<file path="src/rtl/cordsc_pkg.sv">
package cordsc_pkg;

   // Step count the tables cover
   localparam int MAX_STEPS = 15;

   // Field widths
   localparam int ANGLE_WIDTH = 20;   // Q8.12 input angle
   localparam int OUT_WIDTH   = 18;   // Q1.16 sine and cosine
   localparam int XY_WIDTH    = 20;   // Q1.16 vector with headroom
   localparam int Z_WIDTH     = 21;   // Q8.12 residual angle with headroom

   localparam int REQ_TDATA_WIDTH = 24;
   localparam int RSP_TDATA_WIDTH = 40;

   typedef logic signed [XY_WIDTH-1:0] xy_type;
   typedef logic signed [Z_WIDTH-1:0]  z_type;

   typedef struct packed {
      xy_type x;
      xy_type y;
      z_type  z;
   } vec_type;

   typedef z_type  atan_table_type [0:MAX_STEPS-1];
   typedef xy_type gain_table_type [0:MAX_STEPS-1];

   // arctan(2^-i) in degrees, Q8.12
   localparam atan_table_type ATAN_DEG_Q12 = '{
      21'sd184320, 21'sd108810, 21'sd57492, 21'sd29184, 21'sd14649,
      21'sd7331,   21'sd3667,   21'sd1833,  21'sd917,   21'sd458,
      21'sd229,    21'sd115,    21'sd57,    21'sd29,    21'sd14
   };

   // 1/K after n micro-rotations (entry n-1), Q1.16
   localparam gain_table_type INV_GAIN_Q16 = '{
      20'sd46341, 20'sd41449, 20'sd40211, 20'sd39901, 20'sd39823,
      20'sd39803, 20'sd39799, 20'sd39797, 20'sd39797, 20'sd39797,
      20'sd39797, 20'sd39797, 20'sd39797, 20'sd39797, 20'sd39797
   };

endpackage

</file>
<file path="src/rtl/cordsc_stage.sv">
// One micro-rotation with its pipeline register and local flow control.
module cordsc_stage
   import cordsc_pkg::*;
#(
   parameter int STEP = 0
) (
   input  logic    clock,
   input  logic    reset,
   input  logic    in_valid,
   output logic    in_ready,
   input  vec_type in_data,
   output logic    out_valid,
   input  logic    out_ready,
   output vec_type out_data
);

   logic    valid_ff;
   vec_type data_ff;
   vec_type data_in;
   xy_type  xs;
   xy_type  ys;

   assign xs = in_data.x >>> STEP;
   assign ys = in_data.y >>> STEP;

   // Turn forward while the residual angle is non-negative, back otherwise
   always_comb begin
      if (!in_data.z[Z_WIDTH-1]) begin
         data_in.x = in_data.x - ys;
         data_in.y = in_data.y + xs;
         data_in.z = in_data.z - ATAN_DEG_Q12[STEP];
      end else begin
         data_in.x = in_data.x + ys;
         data_in.y = in_data.y - xs;
         data_in.z = in_data.z + ATAN_DEG_Q12[STEP];
      end
   end

   assign in_ready  = !valid_ff || out_ready;
   assign out_valid = valid_ff;
   assign out_data  = data_ff;

   always_ff @(posedge clock) begin
      if (reset) begin
         valid_ff <= 1'b0;
      end else if (in_ready) begin
         valid_ff <= in_valid;
      end
   end

   always_ff @(posedge clock) begin
      if (in_ready && in_valid) begin
         data_ff <= data_in;
      end
   end

endmodule

</file>
<file path="src/rtl/cordic_sine_cosine_degrees_unit.sv">
// Rotation-mode CORDIC sine and cosine of an angle in degrees. Each req
// transaction carries one signed Q8.12 angle; each rsp transaction returns the
// sine and cosine of that angle in signed Q1.16, in arrival order. The unit is
// a pipeline of ITERATIONS stages, one micro-rotation per stage, so it takes a
// new angle every clock cycle unless back-pressure stalls it; each angle passes
// through the stage registers in order and its result leaves the last stage.
// Every stage has its own valid bit and stalls only when it is full and the
// stage after it is blocked, so bubbles close up under back-pressure and the
// last stage doubles as the output register. Results are meaningful only for
// angles within about +-99 degrees; outside that range the same steps run and
// the outputs are not flagged.
module cordic_sine_cosine_degrees_unit
   import cordsc_pkg::*;
#(
   parameter int ITERATIONS = 15   // micro-rotations, 1 to 15
) (
   input  logic                       clock,
   input  logic                       reset,

   input  logic                       req_tvalid,
   output logic                       req_tready,
   input  logic [REQ_TDATA_WIDTH-1:0] req_tdata,   // [19:0] angle_deg

   output logic                       rsp_tvalid,
   input  logic                       rsp_tready,
   output logic [RSP_TDATA_WIDTH-1:0] rsp_tdata    // [17:0] sine_value,
                                                   // [35:18] cosine_value
);

   // Stage k drives link k+1; link 0 is the request side
   logic    link_valid [0:ITERATIONS];
   logic    link_ready [0:ITERATIONS];
   vec_type link_data  [0:ITERATIONS];

   // Start vector (1/K, 0) with the angle as residual
   assign link_valid[0] = req_tvalid;
   assign req_tready    = link_ready[0];
   assign link_data[0].x = INV_GAIN_Q16[ITERATIONS-1];
   assign link_data[0].y = '0;
   assign link_data[0].z = z_type'($signed(req_tdata[ANGLE_WIDTH-1:0]));

   for (genvar k = 0; k < ITERATIONS; k++) begin : g_stage
      cordsc_stage #(
         .STEP (k)
      ) u_stage (
         .clock     (clock),
         .reset     (reset),
         .in_valid  (link_valid[k]),
         .in_ready  (link_ready[k]),
         .in_data   (link_data[k]),
         .out_valid (link_valid[k+1]),
         .out_ready (link_ready[k+1]),
         .out_data  (link_data[k+1])
      );
   end

   // Last stage holds the result until the consumer takes it
   assign link_ready[ITERATIONS] = rsp_tready;
   assign rsp_tvalid = link_valid[ITERATIONS];
   assign rsp_tdata  = {
      {(RSP_TDATA_WIDTH - 2*OUT_WIDTH){1'b0}},
      link_data[ITERATIONS].x[OUT_WIDTH-1:0],
      link_data[ITERATIONS].y[OUT_WIDTH-1:0]
   };

endmodule

</file>
<file path="config.mk">
export PLATFORM = sky130hd
export DESIGN_NAME = cordic_sine_cosine_degrees_unit
export DESIGN_NICKNAME = d
export VERILOG_FILES = /design/src/rtl/cordsc_pkg.sv /design/src/rtl/cordsc_stage.sv /design/src/rtl/cordic_sine_cosine_degrees_unit.sv
export SDC_FILE = /design/constraint.sdc
export NUM_CORES = 2
export LEC_CHECK = 0
export BUFFER_PORTS_ARGS = -buffer_cell sky130_fd_sc_hd__buf_4
export CAP_MARGIN = 20
export CORE_ASPECT_RATIO = 0.6
export CORE_MARGIN = 1.5
export CORE_UTILIZATION = 40
export CTS_CLUSTER_DIAMETER = 100
export CTS_CLUSTER_SIZE = 40
export DETAILED_ROUTE_END_ITERATION = 7
export PLACE_DENSITY = 0.63
export SETUP_SLACK_MARGIN = 0.3
export SKIP_CTS_REPAIR_TIMING = 1
export SYNTH_ARGS = -nofsm -noshare
export SYNTH_HDL_FRONTEND = slang
export SYNTH_HIERARCHICAL = 1
export SYNTH_SLANG_ARGS = --single-unit
</file>
<file path="constraint.sdc">
create_clock -name clock -period 5.7 [get_ports clock]
set_input_delay 0.285 -clock clock [delete_from_list [all_inputs] [get_ports clock]]
set_output_delay 0.285 -clock clock [all_outputs]
set_load 0.005 [all_outputs]
</file>
==> reports/qor.json <==
{
  "crit_arrival_ns": 5.06,
  "crit_path_max_fanout": 7,
  "dieWidth_um": 561,
  "skew_ns": 0.0664,
  "rsz0062_at_grt": "no",
  "rr_worst_depth": 11,
  "tritoncts": "built",
  "drt_pass1_iterations": 6,
  "post_synth_instance_area_mm2": 0.0748,
  "syn2layout_area_growth_pct": 6.70,
  "fraction_of_final_layout_cells_sized_beyond_drive_strength_1_pct": 4.81,
  "io-pin-count": 70,
  "path_delay_family": "simple AND/OR/NAND/NOR gates",
  "timing.slew.headroom_pct": 23.2,
  "fp.coreArea_mm2": 0.185,
  "power_density_mw_per_mm2": 207,
  "synth.avg_cell_area_um2": 9.79,
  "dp.final_hpwl_mm": 156,
  "num_vias": 59070,
  "final-max-slew-violation-count": 0,
  "total_leakage_power_nw": 31.4,
  "globalplace.congestion": 0.931,
  "cts_inserted_buffers": 31,
  "post_synth_inst_count": 7641,
  "numClockSinks": 884,
  "cpMaxStageDelayCell": "sky130_fd_sc_hd__a211oi_1",
  "drt-total-wl_mm": 194,
  "vias_per_cell": 5.75,
  "fin_crit_ns": 4.54,
  "min_path_cells": 3,
  "grt_util_all_layers_pct": 19.8,
  "finalPower_mw": 16.5,
  "timing.critical_path.to_type": "flip-flop",
  "critical_path.cell_chain": "or4_4 > nor3_1 > a21oi_1 > xnor2_1 > ha_1 > nand2_1 > nand3_1 > nor2_1 > a211oi_1 > a31oi_1 > a311o_1",
  "cts_root_buf": "sky130_fd_sc_hd__clkbuf_16",
  "run_status": "completed",
  "cts_max_level": 1,
  "path_buf_inv": 0,
  "critical_path_class": "reg2reg",
  "layout.nets": 8729,
  "hp-start": "req_tdata[17]",
  "drt_drc_violations_left": 0,
  "max-clock-path-buffers": 3,
  "r2r_slack_ns": 1.16,
  "wire_length_of_the_first_global_routing_pass_mm": 304,
  "holdCritPathClass": "in2reg",
  "maxCapViolations": 0,
  "crit-reg2reg-capture": "g_stage[4].u_stage/out_data[40]",
  "port_buffers": 61,
  "die_area_mm2": 0.190,
  "via_count_of_the_first_global_routing_pass": 53401,
  "critPathRequiredTime_ns": 6.22,
  "startpoint_type": "flip-flop",
  "yosys_warnings": 6,
  "clk_pin_slew_worst_paths_ns": 0.15,
  "grt_antenna_before_repair": 4,
  "initial_cell_density_of_the_core_pct": 40.4,
  "finalHoldViolations": 0,
  "globalRouteOverflowTotal": 0,
  "grt_start_max_net_pins": 62,
  "setup_tns_ns": 0,
  "fp-row-count": 122,
  "post-route-period-util_pct": 79.6,
  "drt-wirelength-per-cell_um": 18.9,
  "detail-route-antenna-nets": 0,
  "hold-path-endpoint": "g_stage[0].u_stage/out_data[17]",
  "critical-path-max-stage-delay_ns": 0.65,
  "worst-slew-pin-transition_ns": 1.14,
  "worstReg2RegStart": "g_stage[3].u_stage/out_data[51]",
  "timing.final.setup_violations": 0,
  "max_freq_mhz": 220,
  "power.ir.vdd_worst_mv": 0.271,
  "die_height_um": 338,
  "first_iter_violations": 5939,
  "worst_skew_pair.late_latency_ns": 0.77
}
-- placed cells by master, fill, tap and decap left out, types with 44 or more instances in the layout --
cell type	count
sky130_fd_sc_hd__inv_1	378
sky130_fd_sc_hd__nor3_1	189
sky130_fd_sc_hd__o21bai_1	75
sky130_fd_sc_hd__a21o_1	282
sky130_fd_sc_hd__nor2_1	567
sky130_fd_sc_hd__edfxtp_1	869
sky130_fd_sc_hd__conb_1	124
sky130_fd_sc_hd__ha_1	887
sky130_fd_sc_hd__o21ai_0	337
sky130_fd_sc_hd__o211ai_1	54
sky130_fd_sc_hd__a211oi_1	106
sky130_fd_sc_hd__mux2i_1	50
sky130_fd_sc_hd__o21a_1	101
sky130_fd_sc_hd__and2_1	44
sky130_fd_sc_hd__nand2b_1	93
sky130_fd_sc_hd__nand2_1	400
sky130_fd_sc_hd__fa_1	45
sky130_fd_sc_hd__nor2b_1	113
sky130_fd_sc_hd__a31oi_1	101
sky130_fd_sc_hd__and3_1	65
sky130_fd_sc_hd__xor2_1	355
sky130_fd_sc_hd__a21oi_1	812
sky130_fd_sc_hd__nand4_1	60
sky130_fd_sc_hd__o21ai_1	47
sky130_fd_sc_hd__nand3_1	132
sky130_fd_sc_hd__buf_4	93
sky130_fd_sc_hd__xnor2_1	624
-- worst max-delay path by stage --
stage	start	endpoint	slack, ns	depth (start not counted)
after global routing	g_stage[1].u_stage/out_data[48]	g_stage[2].u_stage/out_data[39]	0.93	12
after CTS	g_stage[1].u_stage/out_data[48]	g_stage[2].u_stage/out_data[39]	1.29	12
after floorplan	rsp_tready	g_stage[0].u_stage/out_data[0]	1.73	16
after detailed placement	g_stage[1].u_stage/out_data[48]	g_stage[2].u_stage/out_data[39]	1.32	12
after global placement	g_stage[1].u_stage/out_data[48]	g_stage[2].u_stage/out_data[39]	1.41	12
final	g_stage[3].u_stage/out_data[51]	g_stage[4].u_stage/out_data[40]	1.16	11
-- worst min-delay path: cells and delay by family --
family                     cells  cell delay [ns]
xor gates and xnor gates       1             0.13
buffers and inverters          1             0.09
adders and majority gates      1             0.18
-- sequential cells by signal, indices dropped and copies added (netlist names) --
| register | count |
|---|---|
| g_stage.u_stage/out_data | 869 |
| g_stage.u_stage/out_valid | 15 |
-- routing by layer --
layer	global-route usage [%]	vias up	wire length, um
met5	0	-	27
met1	34.3	28516	108000
met3	3.40	86	16400
met4	1.72	4	1450
li1	-	28606	-
met2	25.1	1858	68400
-- metrics by stage --
step           utilization (%)  instances  instance area [um^2]  worst slack [ns]  hold slack [ns]
3_3_place_gp              42.4      10198                 78500              1.41            0.410
4_1_cts                   43.0      10253                 79600              1.29           -0.349
6_report                  43.1      10276                 79800              1.16           0.0278
5_1_grt                   43.1      10271                 79800             0.927           0.0178
2_1_floorplan                -       7763                 75300              1.73            0.354
3_5_place_dp              42.4      10198                 78500              1.32            0.406
-- where the power goes --
group | internal [mW] | leakage [nW] | switching [mW]
clock network | 1.20 | 0.544 | 2.24
logic | 2.15 | 22.8 | 2.89
registers | 7.69 | 8.02 | 0.362
total | 11.0 | 31.4 | 5.49
-- area by class of cell --
cell class / count / area, um^2
Sequential cell: 884 / 26400
Antenna cell: 5 / 12.5
Timing Repair Buffer: 111 / 878
Fill cell: 17656 / 105000
Tap cell: 2480 / 3100
Inverter: 386 / 1450
Clock buffer: 34 / 797
Multi-Input combinational cell: 6355 / 46900
Clock inverter: 21 / 339
Note: power is estimated with default switching activity, not from simulation.
